## config.mk

```make
export PLATFORM = sky130hd
export DESIGN_NAME = mbe_cfg
export DESIGN_NICKNAME = d
export VERILOG_FILES = /design/src/hw/rtl/mbe_pkg.sv /design/src/hw/rtl/mbe_cfg.sv
export SDC_FILE = /design/constraint.sdc
export NUM_CORES = 1
export LEC_CHECK = 0
export ABC_AREA = 0
export BUFFER_PORTS_ARGS = -buffer_cell sky130_fd_sc_hd__buf_2
export CAP_MARGIN = 20
export CORE_ASPECT_RATIO = 0.75
export CORE_MARGIN = 1.5
export CORE_UTILIZATION = 50
export CTS_CLUSTER_DIAMETER = 150
export DETAILED_ROUTE_END_ITERATION = 16
export PLACE_DENSITY = 0.8
export SYNTH_ARGS = -nofsm -noshare
export SYNTH_HDL_FRONTEND = slang
export SYNTH_SLANG_ARGS = --single-unit
```

## constraint.sdc

```tcl
create_clock -name aclk -period 1.55 [get_ports aclk]
set_input_delay 0.0775 -clock aclk [delete_from_list [all_inputs] [get_ports aclk]]
set_output_delay 0.0775 -clock aclk [all_outputs]
set_load 0.1 [all_outputs]
```

## src/hw/rtl/mbe_pkg.sv

```systemverilog
// ----------------------------------------------------------------------------
// Mandelbrot pixel unit package
// Shared types, register codes and reset values for the pixel unit.
// ----------------------------------------------------------------------------
package mbe_pkg;

    // Configuration port
    localparam int CFG_IDX_W  = 3;
    localparam int CFG_DATA_W = 32;

    // Register indexes
    localparam logic [CFG_IDX_W-1:0] REG_X_START     = 3'd0;
    localparam logic [CFG_IDX_W-1:0] REG_Y_START     = 3'd1;
    localparam logic [CFG_IDX_W-1:0] REG_STEP_X      = 3'd2;
    localparam logic [CFG_IDX_W-1:0] REG_STEP_Y      = 3'd3;
    localparam logic [CFG_IDX_W-1:0] REG_MAX_ITER    = 3'd4;
    localparam logic [CFG_IDX_W-1:0] REG_COLOR_ITER  = 3'd5;

    // Register reset values
    localparam logic [31:0] RST_X_START  = 32'hE000_0000;
    localparam logic [31:0] RST_Y_START  = 32'hE800_0000;
    localparam logic [31:0] RST_STEP_X   = 32'd196656;
    localparam logic [31:0] RST_STEP_Y   = 32'd196656;
    localparam logic [15:0] RST_MAX_ITER = 16'd256;

    // Result field widths and the fixed outside value
    localparam int          PIXEL_W       = 16;
    localparam int          USED_W        = 16;
    localparam int          M_TDATA_W     = PIXEL_W + USED_W;
    localparam logic [15:0] OUTSIDE_VALUE = 16'd100;

    // Coordinate and z widths
    localparam int C_W = 32;
    localparam int Z_W = 33;

    typedef struct packed {
        logic signed [C_W-1:0] x_start;
        logic signed [C_W-1:0] y_start;
        logic signed [C_W-1:0] step_x;
        logic signed [C_W-1:0] step_y;
        logic [15:0]           max_iterations;
        logic                  color_by_iterations;
    } cfg_t;

    // Controller to datapath commands
    typedef struct packed {
        logic capture;
        logic coord_mul;
        logic coord_add;
        logic iter_mul;
        logic iter_upd;
        logic out_load;
    } dp_cmd_t;

    // Datapath to controller status
    typedef struct packed {
        logic limit_zero;
        logic escape;
        logic at_limit;
    } dp_sts_t;

endpackage

```

## src/hw/rtl/mbe_cfg.sv

```systemverilog
// ----------------------------------------------------------------------------
// Mandelbrot pixel unit configuration registers
// Decodes register writes and holds the view window and iteration settings.
// ----------------------------------------------------------------------------
module mbe_cfg (
    input  logic                           aclk,
    input  logic                           aresetn,
    input  logic                           cfg_valid,
    output logic                           cfg_ready,
    input  logic [mbe_pkg::CFG_IDX_W-1:0]  cfg_index,
    input  logic [mbe_pkg::CFG_DATA_W-1:0] cfg_data,
    output mbe_pkg::cfg_t                  cfg
);

    mbe_pkg::cfg_t cfg_reg;
    mbe_pkg::cfg_t cfg_next;

    // Writes are always accepted and registered
    assign cfg_ready = 1'b1;
    assign cfg      = cfg_reg;

    // Register decode
    always_comb begin
        cfg_next = cfg_reg;
        if (cfg_valid) begin
            unique case (cfg_index)
                mbe_pkg::REG_X_START:    cfg_next.x_start = $signed(cfg_data);
                mbe_pkg::REG_Y_START:    cfg_next.y_start = $signed(cfg_data);
                mbe_pkg::REG_STEP_X:     cfg_next.step_x  = $signed(cfg_data);
                mbe_pkg::REG_STEP_Y:     cfg_next.step_y  = $signed(cfg_data);
                mbe_pkg::REG_MAX_ITER:   cfg_next.max_iterations = cfg_data[15:0];
                mbe_pkg::REG_COLOR_ITER: cfg_next.color_by_iterations = cfg_data[0];
                default: ;
            endcase
        end
    end

    always_ff @(posedge aclk) begin
        if (!aresetn) begin
            cfg_reg.x_start             <= $signed(mbe_pkg::RST_X_START);
            cfg_reg.y_start             <= $signed(mbe_pkg::RST_Y_START);
            cfg_reg.step_x              <= $signed(mbe_pkg::RST_STEP_X);
            cfg_reg.step_y              <= $signed(mbe_pkg::RST_STEP_Y);
            cfg_reg.max_iterations      <= mbe_pkg::RST_MAX_ITER;
            cfg_reg.color_by_iterations <= 1'b0;
        end else begin
            cfg_reg <= cfg_next;
        end
    end

endmodule

```

==> key figures <==
Yosys
  – Syn nets: 562
  – Post-Synth Simple-Gate Area: 15.6%
  – Top_reg_cell synth: dfxtp_1
  – EDFF count, synth: 0
  – Register area share after synthesis: a little over half
  – FF+latch count, synth: 145
  – Area fraction in compound gates after synthesis: 0%
  – Synth area leaders: dfxtp_1, mux2i_1, nand2_1
  – Multiplexer area fraction after synthesis: a little over a quarter
  – Avg Cell Area, Syn: ~10 um2
  – Fraction of registers with async set/reset: 0%
  – XOR/XNOR Fraction of Synth Area: 0%
  – Main combinational cell family by area after synthesis: multiplexers
  – Synth area leader: dfxtp_1
  – Synth warnings: 0
  – Most frequent cell after synthesis: nand2_1
  – Synthesized cell area: 0.00538 mm2
  – Synth Instances: 524
  – Synth top cells by count: nand2_1, dfxtp_1, mux2i_1
  – Unique masters post-synth: 15
  – Synth top area share: 53.9%
  – Post-Synth Adder-Cell Area: 0%

Timing
  – Clock Skews: 0 ns
  – Setup TNS: 0 ns
  – Fmax: just under 800 MHz
  – Period Utilization, post-route: 83.6%
  – Slew @ Worst Pin: 0.515 ns
  – Final worst slack: 0.254 ns
  – Final Hold Viols: 0
  – Final Critical Period: 1.30 ns
  – RSZ-0062 raised after global routing: false
  – Fin. max-slew vios: 0
  – Final setup vio count: 0
  – Relative slew slack: 65.9%

Critical path
  – Slowest CP cell: buf_2
  – CP Data Required Time: between 1 and 1.5 ns
  – Max incr delay on CP: 0.45 ns
  – CP Max Fanout: 2
  – CP delay by family, top: buffers and inverters
  – Worst setup EP type: output port
  – CP Cell Sequence: buf_2
  – Startpoint Class: register
  – Critical Path AT: 1.22 ns
  – WP buf/inv: 1
  – FF-to-FF setup slack: between 0.8 and 0.9 ns
  – Crit Path Class: reg2out

Global route
  – Initial antenna violation count: 0
  – First-pass GRT wire length: about 22000 um
  – Vias in the first global route: roughly 4300
  – Overall Global Routing Usage: 24.7%
  – Total gr overflow: 0
  – Largest net degree at the start of global routing: 54

Clocking
  – Clock sink count: 145
  – Hold buffer count at cts: 10
  – Setup bufs post-CTS: 0
  – Resized cells post-CTS: 0
  – Latest clock arrival within the worst-skew pair: approximately 0.4 ns
  – CTS root buf: clkbuf_16
  – CTS H-tree depth: 4
  – CTS tree: yes
  – Clock Pin Slew Worst Setup and Hold Paths: roughly 0.06 ns
  – CTS Buffer Depth: 2
  – TritonCTS Buffers: 17

Floorplan
  – Initial core utilization: 51.9%
  – Die height: between 90 and 100 um
  – Core ar.: between 0.01 and 0.015 mm2
  – Num ports: roughly 180
  – Rows: 32
  – Die area: 0.0114 mm2
  – Die X: 123 um

Finish
  – Fillers: 769
  – Layout cells sized above 1: 32.1%
  – Final Util: 70.0%
  – Final #Nets: 749
  – Area delta synth->final: 34.9%
  – ANT cells: 0
  – Final cell count without fillers: about 860
  – Number of flip-flops under the largest register name: ~150

Power
  – Static Leak: roughly 3.7 nW
  – Total power: approximately 0.0096 W
  – Sw power: 0.00250 W
  – Comb pwr share: 11.8%
  – Reg power frac: 40.1%
  – Peak supply drop: 0.748 mV
  – Clk pwr share: 48.1%
  – Pint: about 0.0071 W
  – Cell Pwr Density: 1320 mW/mm2
  – Net Sw Frac: 26.0%

Placement
  – Dpl hpwl: 9610 um
  – Inst Count DP: 818
  – Dpl ws: 0.255 ns
  – Port Buf Inserts: between 150 and 200
  – Gpl congestion: 0.800

Job
  – MaxCap Viol Count: 0

Outcome
  – Outcome: completed

Drt
  – Wire per inst: roughly 16 um
  – Via count: 4353
  – Drt initial violations: between 200 and 250
  – Detailed-router iteration count before antenna repair: 4
  – Antenna viol nets, final: 0
  – Via density: approximately 5.1
  – DRC: 0
  – Drt total wl: 14100 um

Hold path
  – Hold WC Path Type: in2reg
-- power by group through the flow --
stage          clock network (W)  logic, W  registers, W
6_report                 0.00463   0.00114       0.00385
3_3_place_gp                   0   0.00109       0.00393
2_1_floorplan                  0  0.000280       0.00452
5_1_grt                  0.00486   0.00118       0.00386
4_1_cts                  0.00466   0.00114       0.00385
3_5_place_dp                   0   0.00111       0.00393
-- cells by family (layout without fill, tap and decap cells) --
group         count (synthesis)  after routing
buf+inv                      39            238
mux                         145            145
flops                       145            145
simple gates                194            194
other cells                   1              1
-- area by class of cell --
class	count	area, um2	share of cell area, %
clock buffer	18	439	6.05
clock inverter	13	233	3.21
tap	136	170	2.34
timing repair buffer	207	1190	16.4
sequential	145	2900	40.0
multi-input combinational	340	2330	32.1
-- final timing paths --
| check | cells after the start | to | from |
|---|---|---|---|
| hold reg to reg | 2 | cfg[20] | cfg[20] |
| hold / removal | 3 | cfg[74] | cfg_data[25] |
| setup / recovery | 1 | cfg[101] | cfg[101] |
| setup reg to reg | 2 | cfg[21] | cfg[21] |
-- per-layer routing --
| metal | vias to the layer above | routed length, um | GRT usage (%) |
|---|---|---|---|
| li1 | 2101 | - | - |
| met1 | 2093 | 6020 | 28.8 |
| met2 | 140 | 6950 | 42.6 |
| met3 | 19 | 883 | 6.77 |
| met4 | 0 | 218 | 10.1 |
| met5 | - | 0 | 0 |
-- layout by cell type, fill, tap and decap left out, drive strengths merged, types with 4 or more instances in the layout --
cell	n
buf	197
bufinv	6
clkbuf	18
clkinv	4
dfxtp	145
dlygate4sd3	10
mux2i	145
nand2	161
nor2b	25
-- through the flow --
stage                     area, um2  hold slack, ns
after floorplan                5380           0.238
after global placement         6490           0.351
after detailed placement       6490           0.375
after CTS                      7260         0.00258
after global routing           7260         0.00127
final                          7260          0.0169
Power figures use the tool's default switching activity.
