[config.mk]
export PLATFORM = sky130hd
export DESIGN_NAME = mbe_ctrl
export DESIGN_NICKNAME = d
export VERILOG_FILES = /design/src/hw/rtl/mbe_pkg.sv /design/src/hw/rtl/mbe_ctrl.sv
export SDC_FILE = /design/constraint.sdc
export NUM_CORES = 1
export LEC_CHECK = 0
export BUFFER_PORTS_ARGS = -buffer_cell sky130_fd_sc_hd__buf_2
export CAP_MARGIN = 5
export CELL_PAD_IN_SITES_DETAIL_PLACEMENT = 1
export CELL_PAD_IN_SITES_GLOBAL_PLACEMENT = 1
export CORE_AREA = 2 2 39 41
export DETAILED_ROUTE_END_ITERATION = 10
export DIE_AREA = 0 0 41 43
export MAX_ROUTING_LAYER = met4
export PLACE_DENSITY_LB_ADDON = 0.1
export REMOVE_ABC_BUFFERS = 1
export SLEW_MARGIN = 20
export SYNTH_ARGS = -nofsm -noshare
export SYNTH_HDL_FRONTEND = slang
export SYNTH_SLANG_ARGS = --single-unit
[constraint.sdc]
create_clock -name aclk -period 1.7 [get_ports aclk]
set_input_delay 0.085 -clock aclk [delete_from_list [all_inputs] [get_ports aclk]]
set_output_delay 0.085 -clock aclk [all_outputs]
set_load 0.02 [all_outputs]
[src/hw/rtl/mbe_pkg.sv]
// ----------------------------------------------------------------------------
// Mandelbrot pixel unit package
// Shared types, register codes and reset values for the pixel unit.
// ----------------------------------------------------------------------------
package mbe_pkg;

    // Configuration port
    localparam int CFG_IDX_W  = 3;
    localparam int CFG_DATA_W = 32;

    // Register indexes
    localparam logic [CFG_IDX_W-1:0] REG_X_START     = 3'd0;
    localparam logic [CFG_IDX_W-1:0] REG_Y_START     = 3'd1;
    localparam logic [CFG_IDX_W-1:0] REG_STEP_X      = 3'd2;
    localparam logic [CFG_IDX_W-1:0] REG_STEP_Y      = 3'd3;
    localparam logic [CFG_IDX_W-1:0] REG_MAX_ITER    = 3'd4;
    localparam logic [CFG_IDX_W-1:0] REG_COLOR_ITER  = 3'd5;

    // Register reset values
    localparam logic [31:0] RST_X_START  = 32'hE000_0000;
    localparam logic [31:0] RST_Y_START  = 32'hE800_0000;
    localparam logic [31:0] RST_STEP_X   = 32'd196656;
    localparam logic [31:0] RST_STEP_Y   = 32'd196656;
    localparam logic [15:0] RST_MAX_ITER = 16'd256;

    // Result field widths and the fixed outside value
    localparam int          PIXEL_W       = 16;
    localparam int          USED_W        = 16;
    localparam int          M_TDATA_W     = PIXEL_W + USED_W;
    localparam logic [15:0] OUTSIDE_VALUE = 16'd100;

    // Coordinate and z widths
    localparam int C_W = 32;
    localparam int Z_W = 33;

    typedef struct packed {
        logic signed [C_W-1:0] x_start;
        logic signed [C_W-1:0] y_start;
        logic signed [C_W-1:0] step_x;
        logic signed [C_W-1:0] step_y;
        logic [15:0]           max_iterations;
        logic                  color_by_iterations;
    } cfg_t;

    // Controller to datapath commands
    typedef struct packed {
        logic capture;
        logic coord_mul;
        logic coord_add;
        logic iter_mul;
        logic iter_upd;
        logic out_load;
    } dp_cmd_t;

    // Datapath to controller status
    typedef struct packed {
        logic limit_zero;
        logic escape;
        logic at_limit;
    } dp_sts_t;

endpackage

[src/hw/rtl/mbe_ctrl.sv]
// ----------------------------------------------------------------------------
// Mandelbrot pixel unit controller
// Sequences point mapping, the iteration loop and the result hand-off.
// ----------------------------------------------------------------------------
module mbe_ctrl (
    input  logic              aclk,
    input  logic              aresetn,
    input  logic              s_tvalid,
    output logic              s_tready,
    output logic              m_tvalid,
    input  logic              m_tready,
    input  mbe_pkg::dp_sts_t  sts,
    output mbe_pkg::dp_cmd_t  cmd
);

    typedef enum logic [2:0] {
        ST_IDLE,
        ST_COORD_MUL,
        ST_COORD_ADD,
        ST_ITER_MUL,
        ST_ITER_UPD,
        ST_FINISH
    } state_t;

    state_t state_reg, state_next;
    logic   m_valid_reg, m_valid_next;
    logic   out_free;

    assign s_tready = (state_reg == ST_IDLE);
    assign m_tvalid = m_valid_reg;
    assign out_free = !m_valid_reg || m_tready;

    // Next state and commands
    always_comb begin
        state_next   = state_reg;
        m_valid_next = m_valid_reg && !m_tready;
        cmd          = '0;
        unique case (state_reg)
            ST_IDLE: begin
                if (s_tvalid) begin
                    cmd.capture = 1'b1;
                    state_next  = ST_COORD_MUL;
                end
            end
            ST_COORD_MUL: begin
                cmd.coord_mul = 1'b1;
                state_next    = ST_COORD_ADD;
            end
            ST_COORD_ADD: begin
                cmd.coord_add = 1'b1;
                state_next    = sts.limit_zero ? ST_FINISH : ST_ITER_MUL;
            end
            ST_ITER_MUL: begin
                cmd.iter_mul = 1'b1;
                state_next   = ST_ITER_UPD;
            end
            ST_ITER_UPD: begin
                cmd.iter_upd = 1'b1;
                state_next   = (sts.escape || sts.at_limit) ? ST_FINISH : ST_ITER_MUL;
            end
            ST_FINISH: begin
                if (out_free) begin
                    cmd.out_load = 1'b1;
                    m_valid_next = 1'b1;
                    state_next   = ST_IDLE;
                end
            end
            default: state_next = ST_IDLE;
        endcase
    end

    always_ff @(posedge aclk) begin
        if (!aresetn) begin
            state_reg   <= ST_IDLE;
            m_valid_reg <= 1'b0;
        end else begin
            state_reg   <= state_next;
            m_valid_reg <= m_valid_next;
        end
    end

endmodule

==> flow_summary.toml, run 1 <==
[timing]
fin_crit_ns = 1.487
drv_slew = 0
finClkSkew_ns = 0.001186
fmax_mhz = 672.7
worst_pin_slew_ns = 0.3704
rsz0062_at_grt = "no"
hold_viol = 0
worst_slack_ns = 0.2134
setup_tns_ns = 0
fin_crit_sh_pct = 87.45
relSlewSlack_pct = 75.27
finalSetupViolations = 0

[power]
power.leakage_uw = 0.0001722
ir_worst_vdd_mv = 0.2989
powerDensity_mw_per_mm2 = 1007

[grt]
grt_max_degree = 13
grt_first_pass_wirelength_um = 1035
grt_util_all_layers_pct = 9.475
antenna_found_initial = 0
grt_pass1_vias = 258
overflow = 0

[detailed_routing]
viasPerCell = 4.328
drtAntennaViolNets = 0
first_pass_iters = 2
drt_wl_total_um = 668
vias = 264
drc = 0
wl_per_cell_um = 10.95
drt_iter0_drc = 1

[worst_setup_path]
cp.arrival_ns = 1.40
reg2reg_slack_ns = 0.51
worstPathRequired_ns = 1.62
cp_cell_sequence = "nor2b_1, and3_1, buf_2"
r2r_end = "m_tvalid"
criticalPathCategory = "flip-flop to output pin"
critPathCaptureType = "output pin"
reg2reg_depth = 3
max_stage_delay_ns = 0.53
worst_setup_path_start_kind = "flip-flop"
cpMaxStageDelayCell = "dfxtp_1"
worstReg2RegStart = "state_reg[0]"
cp_max_fo = 12

[yosys]
synthTopCellsByArea = "dfxtp_1, nor3b_1, o41ai_2, and3_1, nand2b_1"
syn_avg_cell_area_um2 = 8.516
yosys_warnings = 0
yosysMostFrequentCell = "dfxtp_1"
ys.flop_type = "dfxtp_1"
synthArstFlopShare_pct = 0
yosys.cell_types.count = 20
netlist_instances = 31
synth_seq_cells = 4
synth_edf_count = 0
netlist_top_cells_count = "dfxtp_1, nor3b_1"
synth_area_um2 = 264.0
synth_top_area_share_pct = 30.33
yosysTopAreaCell = "dfxtp_1"
ys_seq_area_share_pct = 30.33

[cts]
clk_latency_ns = 0.23
clk_pin_slew_ns = 0.04
cts_tree = "done"
cts.path.max_buffers = 2
cts-root-buf = "clkbuf_4"
postCtsSetupBuffers = 0
clock-sinks = 4
cts.htree.levels = 1
hold_buffers = 0
cts_buffers = 3
cts_resized = 0

[min_path]
hold_path.class = "input pin to flip-flop"
hold_depth = 2
min_to = "state_reg[2]"
hold_path_startpoint = "aresetn"

[placement]
portBuffers = 14
dp_hpwl_um = 523.8
place_congestion = 0.6699
pre_cts_ws_ns = 0.4656

[die]
rows = 14
die_area_mm2 = 0.001763
core-area_mm2 = 0.001384
start_util_pct = 19.08
pin_count = 15
die_w_um = 41
die_h_um = 43

[flow_run]
maxCapViolCount = 0

[final_layout]
syn_to_final_growth_pct = 34.60
largest_reg_flops = 3
nets = 54
drive_above_1_share_pct = 42.22
n_antenna_cell = 0
utilization_pct = 25.68

[status]
outcome = "finished, final reports clean"
-- metrics by stage --
step / total power (uW) / hold WS, ns / std cells / area [um2]
2_1_floorplan: 200.7 / 0.2027 / 28 / 242.7
3_3_place_gp: 241.5 / 0.3477 / 58 / 332.8
3_5_place_dp: 245.1 / 0.3419 / 58 / 332.8
4_1_cts: 370.3 / 0.09450 / 61 / 355.3
5_1_grt: 386.0 / 0.1149 / 61 / 355.3
6_report: 357.8 / 0.09853 / 61 / 355.3
-- where the power goes --
group	switching, uW	internal (uW)
logic	60.6	49.1
clock network	38.0	78.9
registers	26.5	105
total	125	233
-- cell usage in the layout (no fill, tap or decap) --
cell	Yosys	final
dfxtp_1	4	4
nor2_1	2	2
o311a_1	1	1
a211oi_1	1	1
nor3_1	2	2
a21boi_0	1	1
and2_1	1	1
nor3b_1	3	3
and3_1	2	2
buf_2	1	14
nor2b_1	2	2
nand2b_1	2	2
nand2_1	2	2
and3b_2	1	1
o21a_1	1	1
clkbuf_4	0	3
o41ai_2	1	1
o21ai_0	1	1
o31ai_1	1	1
-- critical path: cells and delay by family (launching register included) --
kind / cells / cell delay, ns
simple gates: 2 / 0.49
flops: 1 / 0.53
buf+inv: 1 / 0.15
-- layer usage --
layer	up-vias	global-route usage (%)	wire length (um)	share of wire [%]
met5	-	-	0	0
met4	0	10.00	7	1.0
met3	2	1.571	39	5.8
met2	8	11.88	306	46
met1	113	11.61	315	47
li1	141	-	-	-
-- final cells by class --
| class | count | area, um2 |
|---|---|---|
| Sequential cell | 4 | 80.08 |
| Multi-Input combinational cell | 24 | 162.7 |
| Tap cell | 16 | 20.02 |
| Fill cell | 171 | 1028 |
| Clock buffer | 3 | 22.52 |
| Timing Repair Buffer | 14 | 70.07 |
-- cells by family after synthesis --
kind of cell / share of synthesized area, %
AOI/OAI and AO/OA: 23.23
buffers and inverters: 8.053
DFF: 30.33
and+or+nand+nor: 38.39
-- worst max path at each step --
stage / start / endpoint / cells after the start
2_1_floorplan: state_reg[2] / cmd[5] / 2
3_3_place_gp: state_reg[0] / cmd[0] / 3
3_5_place_dp: state_reg[0] / cmd[0] / 3
4_1_cts: state_reg[0] / cmd[0] / 3
5_1_grt: state_reg[0] / cmd[4] / 3
6_report: state_reg[0] / cmd[0] / 3
No activity file was read; power rests on OpenSTA's default activity.
==> inputs of run 2 (changes only) <==
--- a/config.mk
+++ b/config.mk
@@ -5,7 +5,7 @@
 export SDC_FILE = /design/constraint.sdc
 export NUM_CORES = 1
 export LEC_CHECK = 0
-export BUFFER_PORTS_ARGS = -buffer_cell sky130_fd_sc_hd__buf_2
+export BUFFER_PORTS_ARGS = -buffer_cell sky130_fd_sc_hd__buf_4
 export CAP_MARGIN = 5
 export CELL_PAD_IN_SITES_DETAIL_PLACEMENT = 1
 export CELL_PAD_IN_SITES_GLOBAL_PLACEMENT = 1
==> run 2 against run 1 <==
Die area did not move. Count of clock-buffer cells in the layout is the same. Total power is 5.1% higher. Clock power about the same. First-iteration DRC count rose to 5.0 times the previous value. Sequential power about the same. Combinational power grew 15%. Worst hold slack got worse by 0.016 ns.
==> flow_summary.toml, run 2 (synthesis results as in run 1) <==
[die]
pin_count = 15
die_h_um = 43
die_area_mm2 = 0.001763
core-area_mm2 = 0.001384
start_util_pct = 19.08
die_w_um = 41
rows = 14

[detailed_routing]
viasPerCell = 4.311
wl_per_cell_um = 11.15
drtAntennaViolNets = 0
drt_iter0_drc = 5
first_pass_iters = 4
vias = 263
drc = 0
drt_wl_total_um = 680

[flow_run]
maxCapViolCount = 0

[power]
cell_internal_pwr_uw = 249.1
comb_power_share_pct = 33.9
ir_worst_vdd_mv = 0.3444
power.leakage_uw = 0.0001790
pwr-share-seq_pct = 35.1
p_clk_share_pct = 31.0
powerDensity_mw_per_mm2 = 962.9
switchingPower_uw = 126.8
p_sw_share_pct = 33.72

[timing]
fmax_mhz = 674.7
hold_viol = 0
fin_crit_sh_pct = 87.19
rsz0062_at_grt = "no"
relSlewSlack_pct = 74.56
finalSetupViolations = 0
finClkSkew_ns = 0.002195
worst_pin_slew_ns = 0.3812
drv_slew = 0
worst_slack_ns = 0.2178
fin_crit_ns = 1.482
setup_tns_ns = 0

[grt]
overflow = 0
grt_pass1_vias = 253
grt_first_pass_wirelength_um = 1124
grt_max_degree = 13
grt-busiest-layer = "met1"
grt_use_met3_pct = 1.571
met1_usage_pct = 14.15
gr-usage-met2_pct = 11.25
antenna_found_initial = 0
grt_util_all_layers_pct = 9.774

[cts]
postCtsSetupBuffers = 0
hold_buffers = 0
cts_resized = 0
cts.path.max_buffers = 2
cts_tree = "done"
cts.htree.levels = 1
cts_buffers = 3
clk_latency_ns = 0.23
clk_pin_slew_ns = 0.04
clock-sinks = 4
cts-root-buf = "clkbuf_4"

[placement]
dp_hpwl_um = 522.4
place_congestion = 0.6699
pre_cts_ws_ns = 0.4805
placed_cells = 58
portBuffers = 14

[final_layout]
utilization_pct = 28.21
instances_no_fill = 61
final_common_cell = "buf_4"
final_cell_mix = "buf_4, dfxtp_1, nor3b_1, clkbuf_4"
drive_above_1_share_pct = 42.22
n_antenna_cell = 0
largest_reg_flops = 3
nets = 54
syn_to_final_growth_pct = 47.87

[worst_setup_path]
worst_setup_path_start_kind = "flip-flop"
critPathCaptureType = "output pin"
criticalPathCategory = "flip-flop to output pin"
cp_max_fo = 12
worstPathRequired_ns = 1.62
cp.arrival_ns = 1.40

[status]
outcome = "finished, final reports clean"

[min_path]
hold_path.class = "input pin to flip-flop"
## run 2: changes by cell type in the layout (fill, tap and decap cells not counted)
| cell | before | now |
|---|---|---|
| buf_2 | 14 | 0 |
| buf_4 | 0 | 14 |
## run 2: power by group through the flow
stage                     clock, uW  combinational [uW]  sequential [uW]
final                           117                 127              132
after global routing            123                 140              136
after CTS                       123                 130              131
after detailed placement          0                 130              133
after global placement            0                 128              131
after floorplan                   0                74.6              126
## run 2: stage by stage
step | hold WS, ns | power [uW] | area [um2]
after global routing | 0.09697 | 398.6 | 390.4
after floorplan | 0.2027 | 200.7 | 242.7
after detailed placement | 0.3220 | 263.2 | 367.9
final | 0.08243 | 375.9 | 390.4
after CTS | 0.07772 | 384.5 | 390.4
after global placement | 0.3268 | 259.4 | 367.9
## run 2: final timing paths
check,startpoint,endpoint,slack [ns],depth (start not counted)
max,state_reg[0],cmd[0],0.22,3
min,aresetn,state_reg[2],0.08,2
max reg2reg,state_reg[0],m_tvalid,0.54,3
min reg2reg,m_tvalid,m_tvalid,0.59,2
## run 2: layer usage
| layer | share of wire, % | up-vias |
|---|---|---|
| li1 | - | 141 |
| met1 | 48 | 110 |
| met2 | 41 | 10 |
| met3 | 7.9 | 2 |
| met4 | 2.5 | 0 |
| met5 | 0 | - |
## run 2: area by class of cell
class                           count  area, um2
Multi-Input combinational cell     24      162.7
Sequential cell                     4      80.08
Fill cell                         175      993.5
Timing Repair Buffer               14      105.1
Clock buffer                        3      22.52
Tap cell                           16      20.02
## run 2: critical path, stage by stage (launching register included)
cell	delay (ns)
dfxtp_1	0.54
nor2b_1	0.30
and3_1	0.19
buf_4	0.13
